--- config.mk ---
export PLATFORM = sky130hd
export DESIGN_NAME = bmp24_stream_parse_grayscale_core
export DESIGN_NICKNAME = d
export VERILOG_FILES = /design/src/rtl/bmpgray_pkg.sv /design/src/rtl/bmp24_stream_parse_grayscale_core.sv
export VERILOG_INCLUDE_DIRS = /design/src /design/src/rtl
export SDC_FILE = /design/constraint.sdc
export NUM_CORES = 1
export LEC_CHECK = 0
export BUFFER_PORTS_ARGS = -buffer_cell sky130_fd_sc_hd__buf_4
export CORE_AREA = 2 2 209 211
export CTS_CLUSTER_DIAMETER = 80
export DETAILED_ROUTE_END_ITERATION = 16
export DIE_AREA = 0 0 211 213
export GPL_ROUTABILITY_DRIVEN = 0
export GPL_TIMING_DRIVEN = 0
export SLEW_MARGIN = 15
export SYNTH_ARGS = -nofsm -noshare
export SYNTH_HDL_FRONTEND = slang
export SYNTH_SLANG_ARGS = --single-unit
--- constraint.sdc ---
create_clock -name clk -period 16.7 [get_ports clk]
set_input_delay 4.175 -clock clk [delete_from_list [all_inputs] [get_ports clk]]
set_output_delay 4.175 -clock clk [all_outputs]
set_load 0.1 [all_outputs]
--- src/rtl/bmp24_stream_parse_grayscale_core_assert.svh ---
// Assertion macros for the BMP byte-stream parser core.
// Each macro expects clk and rst_n to be visible where it is used.
`ifndef BMP24_STREAM_PARSE_GRAYSCALE_CORE_ASSERT_SVH
`define BMP24_STREAM_PARSE_GRAYSCALE_CORE_ASSERT_SVH
`ifndef NO_ASSERTIONS
// Same-cycle implication, held off during reset
`define BMPG_ASSERT_NOW(lbl, ante, cons) \
  lbl: assert property (@(posedge clk) disable iff (!rst_n) (ante) |-> (cons)) \
    else $error("bmp24 core: same-cycle check failed");
// Next-cycle implication, held off during reset
`define BMPG_ASSERT_NEXT(lbl, ante, cons) \
  lbl: assert property (@(posedge clk) disable iff (!rst_n) (ante) |=> (cons)) \
    else $error("bmp24 core: next-cycle check failed");
`else
`define BMPG_ASSERT_NOW(lbl, ante, cons)
`define BMPG_ASSERT_NEXT(lbl, ante, cons)
`endif
`endif

--- src/rtl/bmpgray_pkg.sv ---
// Shared types and constants for the BMP byte-stream parser and gray converter.
// No dependencies.
`timescale 1ns / 1ps

package bmpgray_pkg;

  // Default image size limits
  localparam int unsigned MAX_WIDTH_DEF  = 4096;
  localparam int unsigned MAX_HEIGHT_DEF = 4096;

  // Header layout: byte positions of the little-endian fields
  localparam logic [5:0] POS_SIG_B    = 6'd0;
  localparam logic [5:0] POS_SIG_M    = 6'd1;
  localparam logic [5:0] POS_OFF_0    = 6'd10;
  localparam logic [5:0] POS_OFF_1    = 6'd11;
  localparam logic [5:0] POS_OFF_2    = 6'd12;
  localparam logic [5:0] POS_OFF_3    = 6'd13;
  localparam logic [5:0] POS_WID_0    = 6'd18;
  localparam logic [5:0] POS_WID_1    = 6'd19;
  localparam logic [5:0] POS_WID_2    = 6'd20;
  localparam logic [5:0] POS_WID_3    = 6'd21;
  localparam logic [5:0] POS_HGT_0    = 6'd22;
  localparam logic [5:0] POS_HGT_1    = 6'd23;
  localparam logic [5:0] POS_HGT_2    = 6'd24;
  localparam logic [5:0] POS_HGT_3    = 6'd25;
  localparam logic [5:0] POS_BPP_0    = 6'd28;
  localparam logic [5:0] POS_BPP_1    = 6'd29;
  localparam logic [5:0] POS_COMP_0   = 6'd30;
  localparam logic [5:0] POS_COMP_1   = 6'd31;
  localparam logic [5:0] POS_COMP_2   = 6'd32;
  localparam logic [5:0] POS_COMP_3   = 6'd33;
  localparam logic [5:0] POS_HDR_LAST = 6'd53;

  // Total header length (file header plus info header)
  localparam logic [31:0] HDR_BYTES = 32'd54;

  localparam logic [7:0]  CHAR_B    = 8'h42;
  localparam logic [7:0]  CHAR_M    = 8'h4D;
  localparam logic [15:0] DEPTH_24  = 16'd24;

  // Channel index of the red byte, the last of a pixel
  localparam logic [1:0] CH_LAST = 2'd2;

  // Divide by three: multiply by 683 and drop 11 bits (exact for sums up to 765)
  localparam logic [19:0] DIV3_MUL   = 20'd683;
  localparam int unsigned DIV3_SHIFT = 11;

  typedef enum logic [4:0] {
    PH_HEAD = 5'b00001,
    PH_SKIP = 5'b00010,
    PH_PIX  = 5'b00100,
    PH_PAD  = 5'b01000,
    PH_IDLE = 5'b10000
  } phase_t;

  typedef enum logic [1:0] {
    KIND_ACCEPT = 2'd0,
    KIND_PIXEL  = 2'd1,
    KIND_REJECT = 2'd2
  } kind_t;

  typedef enum logic [2:0] {
    ERR_NONE  = 3'd0,
    ERR_SIG   = 3'd1,
    ERR_COMP  = 3'd2,
    ERR_DEPTH = 3'd3,
    ERR_OFF   = 3'd4,
    ERR_SIZE  = 3'd5
  } err_t;

  // One result word
  typedef struct packed {
    kind_t       kind;
    err_t        err;
    logic [7:0]  gray;
    logic [11:0] col;
    logic [11:0] row;
    logic        last;
    logic [12:0] wid;
    logic [12:0] hgt;
  } out_item_t;

endpackage

--- src/rtl/bmp24_stream_parse_grayscale_core.sv ---
// Top level of the BMP parser: header check, pixel skip, gray conversion, output skid.
// Depends on bmpgray_pkg and bmp24_stream_parse_grayscale_core_assert.svh.
`timescale 1ns / 1ps
`include "bmp24_stream_parse_grayscale_core_assert.svh"

// Takes a 24-bit BMP file one byte per word and answers with at most one result word per
// byte: a header accept or reject when header byte 53 arrives, then one gray pixel word
// on each red byte. The result is registered on the edge that takes the byte, in the output
// register or, while the sink holds that, in the skid stage, so a byte can be taken every
// cycle while in_stall is low. Behind the output register sits a one-word skid stage;
// in_stall rises only while both hold results, so throughput stays at one byte per cycle
// as long as the sink drains. The gray value is formed in the accepting cycle by one
// 10 x 10 bit multiply with the reciprocal of three.
// A byte with in_start_of_file set restarts parsing at once as byte 0 of a new file.
module bmp24_stream_parse_grayscale_core #(
  parameter int unsigned MAX_WIDTH  = bmpgray_pkg::MAX_WIDTH_DEF,
  parameter int unsigned MAX_HEIGHT = bmpgray_pkg::MAX_HEIGHT_DEF
) (
  input  logic        clk,
  input  logic        rst_n,
  input  logic        in_valid,
  output logic        in_stall,
  input  logic        in_start_of_file,
  input  logic [7:0]  in_byte,
  output logic        out_valid,
  input  logic        out_stall,
  output logic [1:0]  out_kind,
  output logic [2:0]  out_error_code,
  output logic [7:0]  out_gray_value,
  output logic [11:0] out_column,
  output logic [11:0] out_row,
  output logic        out_last_of_image,
  output logic [12:0] out_image_width,
  output logic [12:0] out_image_height
);

  localparam int unsigned COL_W = (MAX_WIDTH > 1) ? $clog2(MAX_WIDTH) : 1;
  localparam int unsigned ROW_W = (MAX_HEIGHT > 1) ? $clog2(MAX_HEIGHT) : 1;

  // Parser state
  bmpgray_pkg::phase_t phase_r, phase_nxt;
  logic [31:0]        pos_r, pos_nxt;
  logic               sig_r, sig_nxt;
  logic               comp_nz_r, comp_nz_nxt;
  logic [31:0]        off_r, off_nxt;
  logic [31:0]        wid_r, wid_nxt;
  logic [31:0]        hgt_r, hgt_nxt;
  logic [15:0]        bpp_r, bpp_nxt;
  logic [1:0]         ch_idx_r, ch_idx_nxt;
  logic [9:0]         sum_r, sum_nxt;
  logic [COL_W-1:0]   col_r, col_nxt;
  logic [ROW_W-1:0]   row_r, row_nxt;
  logic [1:0]         pad_r, pad_nxt;

  // Output register and skid stage
  bmpgray_pkg::out_item_t out_r, out_nxt, skid_r, skid_nxt;
  logic                   out_vld_r, out_vld_nxt, skid_vld_r, skid_vld_nxt;

  bmpgray_pkg::out_item_t res;
  logic                   res_vld;
  logic                   acc, out_fire;
  bmpgray_pkg::phase_t    phase_eff;
  logic [31:0]            pos_eff;
  logic [9:0]             sum_add;
  logic [19:0]            prod;
  logic [31:0]            col_inc, row_inc;
  logic                   row_end, last_px;
  bmpgray_pkg::err_t      hdr_err;

  assign in_stall = skid_vld_r;
  assign acc      = in_valid && !in_stall;
  assign out_fire = out_vld_r && !out_stall;

  // A start mark makes this byte header byte 0
  assign phase_eff = in_start_of_file ? bmpgray_pkg::PH_HEAD : phase_r;
  assign pos_eff   = in_start_of_file ? 32'd0 : pos_r;

  // Pixel arithmetic
  assign sum_add = sum_r + {2'b00, in_byte};
  assign prod    = 20'(sum_add) * bmpgray_pkg::DIV3_MUL;
  assign col_inc = 32'(col_r) + 32'd1;
  assign row_inc = 32'(row_r) + 32'd1;
  assign row_end = (col_inc == wid_r);
  assign last_px = row_end && (row_inc == hgt_r);

  // Header verdict, first failure wins
  always_comb begin
    if (!sig_r) begin
      hdr_err = bmpgray_pkg::ERR_SIG;
    end else if (comp_nz_r) begin
      hdr_err = bmpgray_pkg::ERR_COMP;
    end else if (bpp_r != bmpgray_pkg::DEPTH_24) begin
      hdr_err = bmpgray_pkg::ERR_DEPTH;
    end else if (off_r < bmpgray_pkg::HDR_BYTES) begin
      hdr_err = bmpgray_pkg::ERR_OFF;
    end else if (wid_r > 32'(MAX_WIDTH) || hgt_r > 32'(MAX_HEIGHT)) begin
      hdr_err = bmpgray_pkg::ERR_SIZE;
    end else begin
      hdr_err = bmpgray_pkg::ERR_NONE;
    end
  end

  // Advance the parser on each accepted word
  always_comb begin
    phase_nxt   = phase_r;
    pos_nxt     = pos_r;
    sig_nxt     = sig_r;
    comp_nz_nxt = comp_nz_r;
    off_nxt     = off_r;
    wid_nxt     = wid_r;
    hgt_nxt     = hgt_r;
    bpp_nxt     = bpp_r;
    ch_idx_nxt  = ch_idx_r;
    sum_nxt     = sum_r;
    col_nxt     = col_r;
    row_nxt     = row_r;
    pad_nxt     = pad_r;
    res         = '0;
    res_vld     = 1'b0;
    if (acc) begin
      if (in_start_of_file) begin
        phase_nxt  = bmpgray_pkg::PH_HEAD;
        ch_idx_nxt = '0;
        sum_nxt    = '0;
        col_nxt    = '0;
        row_nxt    = '0;
        pad_nxt    = '0;
      end
      case (phase_eff)
        bmpgray_pkg::PH_HEAD: begin
          pos_nxt = pos_eff + 32'd1;
          case (pos_eff[5:0])
            bmpgray_pkg::POS_SIG_B:  sig_nxt = (in_byte == bmpgray_pkg::CHAR_B);
            bmpgray_pkg::POS_SIG_M:  sig_nxt = sig_r && (in_byte == bmpgray_pkg::CHAR_M);
            bmpgray_pkg::POS_OFF_0:  off_nxt[7:0]   = in_byte;
            bmpgray_pkg::POS_OFF_1:  off_nxt[15:8]  = in_byte;
            bmpgray_pkg::POS_OFF_2:  off_nxt[23:16] = in_byte;
            bmpgray_pkg::POS_OFF_3:  off_nxt[31:24] = in_byte;
            bmpgray_pkg::POS_WID_0:  wid_nxt[7:0]   = in_byte;
            bmpgray_pkg::POS_WID_1:  wid_nxt[15:8]  = in_byte;
            bmpgray_pkg::POS_WID_2:  wid_nxt[23:16] = in_byte;
            bmpgray_pkg::POS_WID_3:  wid_nxt[31:24] = in_byte;
            bmpgray_pkg::POS_HGT_0:  hgt_nxt[7:0]   = in_byte;
            bmpgray_pkg::POS_HGT_1:  hgt_nxt[15:8]  = in_byte;
            bmpgray_pkg::POS_HGT_2:  hgt_nxt[23:16] = in_byte;
            bmpgray_pkg::POS_HGT_3:  hgt_nxt[31:24] = in_byte;
            bmpgray_pkg::POS_BPP_0:  bpp_nxt[7:0]   = in_byte;
            bmpgray_pkg::POS_BPP_1:  bpp_nxt[15:8]  = in_byte;
            bmpgray_pkg::POS_COMP_0: comp_nz_nxt = (in_byte != 8'd0);
            bmpgray_pkg::POS_COMP_1,
            bmpgray_pkg::POS_COMP_2,
            bmpgray_pkg::POS_COMP_3: comp_nz_nxt = comp_nz_r || (in_byte != 8'd0);
            bmpgray_pkg::POS_HDR_LAST: begin
              res_vld = 1'b1;
              res.err = hdr_err;
              res.wid = wid_r[12:0];
              res.hgt = hgt_r[12:0];
              if (hdr_err != bmpgray_pkg::ERR_NONE) begin
                res.kind  = bmpgray_pkg::KIND_REJECT;
                phase_nxt = bmpgray_pkg::PH_IDLE;
              end else begin
                res.kind = bmpgray_pkg::KIND_ACCEPT;
                if (wid_r == 32'd0 || hgt_r == 32'd0) begin
                  phase_nxt = bmpgray_pkg::PH_IDLE;
                end else if (off_r == bmpgray_pkg::HDR_BYTES) begin
                  phase_nxt = bmpgray_pkg::PH_PIX;
                end else begin
                  phase_nxt = bmpgray_pkg::PH_SKIP;
                end
              end
            end
            default: ;
          endcase
        end
        bmpgray_pkg::PH_SKIP: begin
          // Drop bytes between header and pixel data
          pos_nxt = pos_r + 32'd1;
          if (pos_nxt == off_r) begin
            phase_nxt = bmpgray_pkg::PH_PIX;
          end
        end
        bmpgray_pkg::PH_PIX: begin
          if (ch_idx_r < bmpgray_pkg::CH_LAST) begin
            ch_idx_nxt = ch_idx_r + 2'd1;
            sum_nxt    = sum_add;
          end else begin
            ch_idx_nxt = '0;
            sum_nxt    = '0;
            res_vld    = 1'b1;
            res.kind   = bmpgray_pkg::KIND_PIXEL;
            res.err    = bmpgray_pkg::ERR_NONE;
            res.gray   = prod[bmpgray_pkg::DIV3_SHIFT +: 8];
            res.col    = 12'((32'(col_r)) & 32'hFFF);
            res.row    = 12'((32'(row_r)) & 32'hFFF);
            res.last   = last_px;
            if (last_px) begin
              phase_nxt = bmpgray_pkg::PH_IDLE;
            end else if (row_end) begin
              col_nxt = '0;
              row_nxt = ROW_W'(row_inc);
              pad_nxt = wid_r[1:0];
              if (wid_r[1:0] != 2'd0) begin
                phase_nxt = bmpgray_pkg::PH_PAD;
              end
            end else begin
              col_nxt = COL_W'(col_inc);
            end
          end
        end
        bmpgray_pkg::PH_PAD: begin
          // Drop row padding
          if (pad_r != 2'd0) begin
            pad_nxt = pad_r - 2'd1;
          end
          if (pad_r <= 2'd1) begin
            phase_nxt = bmpgray_pkg::PH_PIX;
          end
        end
        default: ;
      endcase
    end
  end

  // Steer results into the output register or, when it is held, the skid stage
  always_comb begin
    out_nxt      = out_r;
    out_vld_nxt  = out_vld_r;
    skid_nxt     = skid_r;
    skid_vld_nxt = skid_vld_r;
    if (skid_vld_r) begin
      if (out_fire) begin
        out_nxt      = skid_r;
        out_vld_nxt  = 1'b1;
        skid_vld_nxt = 1'b0;
      end
    end else if (out_vld_r && !out_fire) begin
      if (res_vld) begin
        skid_nxt     = res;
        skid_vld_nxt = 1'b1;
      end
    end else begin
      out_nxt     = res;
      out_vld_nxt = res_vld;
    end
  end

  // Control state
  always_ff @(posedge clk) begin
    if (!rst_n) begin
      phase_r    <= bmpgray_pkg::PH_HEAD;
      pos_r      <= '0;
      sig_r      <= 1'b0;
      comp_nz_r  <= 1'b0;
      ch_idx_r   <= '0;
      sum_r      <= '0;
      col_r      <= '0;
      row_r      <= '0;
      pad_r      <= '0;
      out_vld_r  <= 1'b0;
      skid_vld_r <= 1'b0;
    end else begin
      phase_r    <= phase_nxt;
      pos_r      <= pos_nxt;
      sig_r      <= sig_nxt;
      comp_nz_r  <= comp_nz_nxt;
      ch_idx_r   <= ch_idx_nxt;
      sum_r      <= sum_nxt;
      col_r      <= col_nxt;
      row_r      <= row_nxt;
      pad_r      <= pad_nxt;
      out_vld_r  <= out_vld_nxt;
      skid_vld_r <= skid_vld_nxt;
    end
  end

  // Header fields and result words; always rewritten before use
  always_ff @(posedge clk) begin
    off_r  <= off_nxt;
    wid_r  <= wid_nxt;
    hgt_r  <= hgt_nxt;
    bpp_r  <= bpp_nxt;
    out_r  <= out_nxt;
    skid_r <= skid_nxt;
  end

  assign out_valid         = out_vld_r;
  assign out_kind          = out_r.kind;
  assign out_error_code    = out_r.err;
  assign out_gray_value    = out_r.gray;
  assign out_column        = out_r.col;
  assign out_row           = out_r.row;
  assign out_last_of_image = out_r.last;
  assign out_image_width   = out_r.wid;
  assign out_image_height  = out_r.hgt;

  // Checks
  `BMPG_ASSERT_NOW(a_skid_behind_out, skid_vld_r, out_vld_r)
  `BMPG_ASSERT_NEXT(a_result_lands, res_vld, out_vld_r)
  `BMPG_ASSERT_NOW(a_chan_index_range, 1'b1, ch_idx_r <= bmpgray_pkg::CH_LAST)
  `BMPG_ASSERT_NOW(a_pad_nonzero, phase_r == bmpgray_pkg::PH_PAD, pad_r != 2'd0)

endmodule
# == Yosys cells after proc, flatten, opt, wreduce, memory -nomap -nowiden ==
# Cells that the tools add are included.
# totals
rom_bits,0
ram_bits,0
inputBits,13
latch_bits,0
register_bits,319
wordCells,196
output_inout_bits,66
n_memories,0
# op_classes
shift,0
n_div,0
n_addsub,7
reduce_logical,43
eq_ne,33
bitwise_logic,1
n_mux,65
n_mul,1
magnitude_cmp,5
# ops
op,n
$mux W64,4
$mux W12,10
$eq A6 B5 Y1 const B,12
$add A32 B1 Y32 const B,2
$eq A13 B32 Y1,2
$gt A32 B13 Y1 const B,2
$logic_not A32 Y1,2
$pmux W32 S2,1
$mux W5,11
$mux W26,2
$reduce_and A3 Y1,17
$mux W37,1
$mux W33,1
$eq A32 B32 Y1,1
$eq A32 B6 Y1 const B,1
$lt A32 B6 Y1 const B,1
$mux W32,1
$mux W10,3
$add A12 B1 Y13 const B,2
$eq A6 B4 Y1 const B,4
$pmux W5 S4,1
$mul A10 B10 Y19 const B,1
$eq A6 B6 Y1 const B,3
$mux W2,9
other kinds (29),61

# == Depth between registers and ports, before layout ==
# depth
word_depth,14
depth_mapped,26
depth_no_buf,26

# == Least setup slack after synthesis ==
# OpenSTA, ideal clock, no wires.
# synth_path
path_kind,input to register
startpoint,input in_byte[0]
endpoint,register out_r (netlist bit out_gray_value[3]) (data pin)
t_required_ps,16446
arrival_ps,9994
setup_ps,254
path_buffers,0
path_stages,26
setup_slack_ps,6452
path_cell_list,ha_1 fa_1 a21o_1 a21oi_1 o21bai_1 a21oi_1 o21bai_1 a21oi_1 xnor2_1 ha_1 ha_1 fa_1 fa_1 inv_1 fa_1 inv_1 ha_1 a21o_1 a21oi_1 a2bb2oi_1 nand2_1 o21a_1 or2_2 xnor2_1 nor2_1 a21o_1
# synth_lines
element,line,text
start: declaration,bmp24_stream_parse_grayscale_core.sv:24,"input logic [7:0] in_byte,"
end signal: assignment,bmp24_stream_parse_grayscale_core.sv:282,out_r <= out_nxt;
end: declaration,bmp24_stream_parse_grayscale_core.sv:56,"bmpgray_pkg::out_item_t out_r, out_nxt, skid_r, skid_nxt;"

==> results.txt <==
Cts repair resizes - 0
TritonCTS clock tree - built
Worst-Skew Late Latency - 0.54 ns
Max Slew Vio Count - 0
Sequential Power Share - 47.7%
Post-Route Utilization - 45.4%
RSZ-0062 raised after global routing - no
Arrival @ worst endpoint - 10.88 ns
First-pass GRT wire length - 69,900 µm
Buf/Inv on CP - 3
Initial antenna violation count - 0
Hold slack - 0.483 ns
# port buffers - 78
Worst vdd ir - 0.0661 mV
Clk pin slew, worst setup/hold paths - 0.06 ns
Cells after Synth - 1,537
Number of enable flip-flop cells after synthesis - 240
Die area - 44,900 µm²
Clock sinks - 319
Syn. warnings - 0
Top Usage Layer GRT - met2
FMAX - 94.4 MHz
Total number of vias - 12,773
#FFs+latches synth - 319
Setup-failing EPs final - 0
P&R area growth vs syn - 14.7%
Final worst slack - 6.11 ns
Cell-internal power - 1.35 mW
Worst hold path type - reg -> reg
Most used DFF post-synth - edfxtp_1
I/O pins - 79
CP Max Fanout - 17
Hold-fix buffer count after cts - 0
Pre-CTS setup slack - 5.63 ns
Worst-Margin Slew - 1.13 ns
Clock power frac - 42.5%
Switching share of power - 24.2%
Seq. cell area - 8790 µm²
DR WL/cell - 20.1 µm
Drt first-iter violations - 1,208
Logic pwr share - 9.9%
Switch Pwr - 0.431 mW
Initial Utilization - 39.6%
Final min period - 10.59 ns
Overall Power - 1.78 mW
CTS max path bufs - 3
Ratio of cells with drive above 1 in the final layout - 11.5%
Multi-input gate area - 7550 µm²
Slowest stage delay, CP - 0.52 ns
Met1 usage - 27.3%
Die height - 213 µm
GRT Util Overall - 20.0%
Final ANT Viol Nets - 0
Nets - 1,763
Post-synthesis cell area - 16,900 µm²
Crit Path Category - in -> reg
Core area - 42,700 µm²
Netlist cell types - 96
Net Count, Synth - 1,644
Routed vias/inst - 5.73
Syn avg cell area - 11.0 µm²
Synth async-reset ratio - 0%
Layout filler cell count - 3,997
Reg-to-reg slack, setup - 9.75 ns
Setup crit end kind - flip-flop
Die X - 211 µm
H-tree lvl count - 2
Dpl hpwl - 32,300 µm
Post-Route WL - 44,800 µm
Period utilization - 63.4%
Status - finished clean
Clk Tree Root Cell - clkbuf_16
Total gr overflow - 0
Clock Skew - 0.0164 ns
Diode count - 0
Vias in the first global route - 12,359
CP startpoint kind - input pin
Slowest cell on crit path - fa_1
M3 GR Usage - 2.77%
Max-Cap Viols - 0
Drt pass-1 iters - 5
Pleak - 7.73 nW
Post-CTS setup buffer count - 0
Req. time, crit path - 16.99 ns
CP delay by family, top - adder cells
M2 GR Usage - 32.5%
Sequential area share after synthesis - 52.0%
Largest net degree at the start of global routing - 58
Number of core rows - 76
Final hold viol count - 0
Setup_tns - 0 ns
Power Density - 91.8 nW/µm²
Remaining DRCs - 0
Cts bufs inserted - 36
Relative slew slack - 24.2%
-- path summary, 6_finish.rpt --
path	startpoint	endpoint	cells past startpoint
worst max-delay path	in_byte[0]	out_gray_value[3]	27
worst max register to register	sum_r[0]	out_gray_value[3]	26
worst min-delay path	pad_r[1]	pad_r[1]	2
worst min register to register	pad_r[1]	pad_r[1]	2
-- layout make-up --
type / instances / share of cell area [%]
clock inverters: 20 / 0.768
multi-input cells: 1092 / 39.0
clock buffers: 45 / 5.04
repair buffers: 81 / 3.37
well taps: 546 / 3.52
flip-flops and latches: 319 / 45.3
inverters: 43 / 0.832
plain buffers: 83 / 2.17
-- power by group through the flow --
stage / combinational, mW / sequential [mW] / clock (mW)
3_3_place_gp: 0.173 / 0.865 / 0
4_1_cts: 0.178 / 0.848 / 0.774
6_report: 0.176 / 0.848 / 0.756
3_5_place_dp: 0.177 / 0.865 / 0
2_1_floorplan: 0.123 / 0.865 / 0
5_1_grt: 0.202 / 0.848 / 0.806
-- worst reg2reg max path, cell delays in order (launching register included) --
cell and delay (ns):
dfxtp_1 0.31, ha_1 0.22, fa_1 0.41, a21o_1 0.20, a21oi_1 0.31, o21bai_1 0.10, a21oi_1 0.31, o21bai_1 0.13
a21oi_1 0.29, xnor2_1 0.23, ha_1 0.29, ha_1 0.36, fa_1 0.52, fa_1 0.52, inv_1 0.05, fa_1 0.50
inv_1 0.05, ha_1 0.30, a21o_1 0.18, a21oi_1 0.19, a2bb2oi_1 0.26, nand2_1 0.12, o21a_1 0.20, or2_2 0.28
xnor2_1 0.13, nor2_1 0.07, a21o_1 0.17
-- cell usage after synthesis (5+ instances only) --
master	count	area share [%]
xnor2_1	53	2.7
or4_1	6	0.27
nor3_1	46	1.4
and2_1	19	0.70
clkbuf_1	56	1.2
buf_4	6	0.27
a31oi_1	16	0.59
a22oi_1	24	1.1
a21o_1	76	3.4
or3_1	11	0.41
nand3_1	33	0.98
fa_1	20	2.4
buf_2	10	0.30
clkbuf_8	5	0.41
edfxtp_1	240	43
nor2b_1	11	0.41
ha_1	74	5.5
nand2b_1	9	0.33
mux2i_1	7	0.41
o211ai_1	13	0.58
nand2_1	93	2.1
nor3b_1	6	0.27
and3_1	65	2.4
a21oi_1	74	2.2
a311oi_1	5	0.26
nand3b_1	6	0.27
o22ai_1	5	0.19
and4_1	10	0.52
o31ai_1	7	0.31
inv_1	42	0.93
nor2_1	124	2.8
o21ai_0	68	2.0
nand4_1	30	1.1
dfxtp_1	79	9.4
nor4_1	45	1.7
a211oi_1	12	0.53
xor2_1	34	1.8
-- cells by family (layout without fill, tap and decap cells) --
logic type	Yosys count	in the layout	synth area share, %
AOI/OAI and AO/OA	359	359	14.2
xor gates and xnor gates	87	87	4.51
adders and majority gates	94	94	7.85
buffers and inverters	126	272	3.45
DFF	319	319	52.0
muxes	11	11	0.681
and+or+nand+nor	541	541	17.3
-- registers in the layout, summed over array words and instances (netlist names), 3 cells and up --
| register | cells |
|---|---|
| skid_r | 64 |
| out_gray_value | 8 |
| out_column | 12 |
| col_r | 12 |
| out_error_code | 3 |
| wid_r | 32 |
| hgt_r | 32 |
| phase_r | 5 |
| out_image_height | 13 |
| out_image_width | 13 |
| out_row | 12 |
| bpp_r | 16 |
| off_r | 32 |
| pos_r | 32 |
| sum_r | 10 |
| row_r | 12 |
-- per-layer routing --
layer	vias to the layer above	routed length (µm)
met2	432	20500
li1	6059	-
met5	-	0
met4	0	1510
met1	6181	20000
met3	101	2770
-- metrics by stage --
| step | area [µm²] | instances |
|---|---|---|
| 3_3_place_gp | 18200 | 2161 |
| 3_5_place_dp | 18300 | 2164 |
| 4_1_cts | 19400 | 2229 |
| 5_1_grt | 19400 | 2229 |
| 2_1_floorplan | 16900 | 1537 |
| 6_report | 19400 | 2229 |
-- layout by cell type, fill, tap and decap left out, types with 44 or more instances in the layout --
cell,instances
o21ai_0,68
buf_4,84
a21o_1,76
nor3_1,45
nand2_1,93
and3_1,65
xnor2_1,53
nor4_1,44
clkbuf_1,63
edfxtp_1,240
a21oi_1,74
nor2_1,123
dfxtp_1,79
ha_1,74
Note: power is estimated with default switching activity, not from simulation.
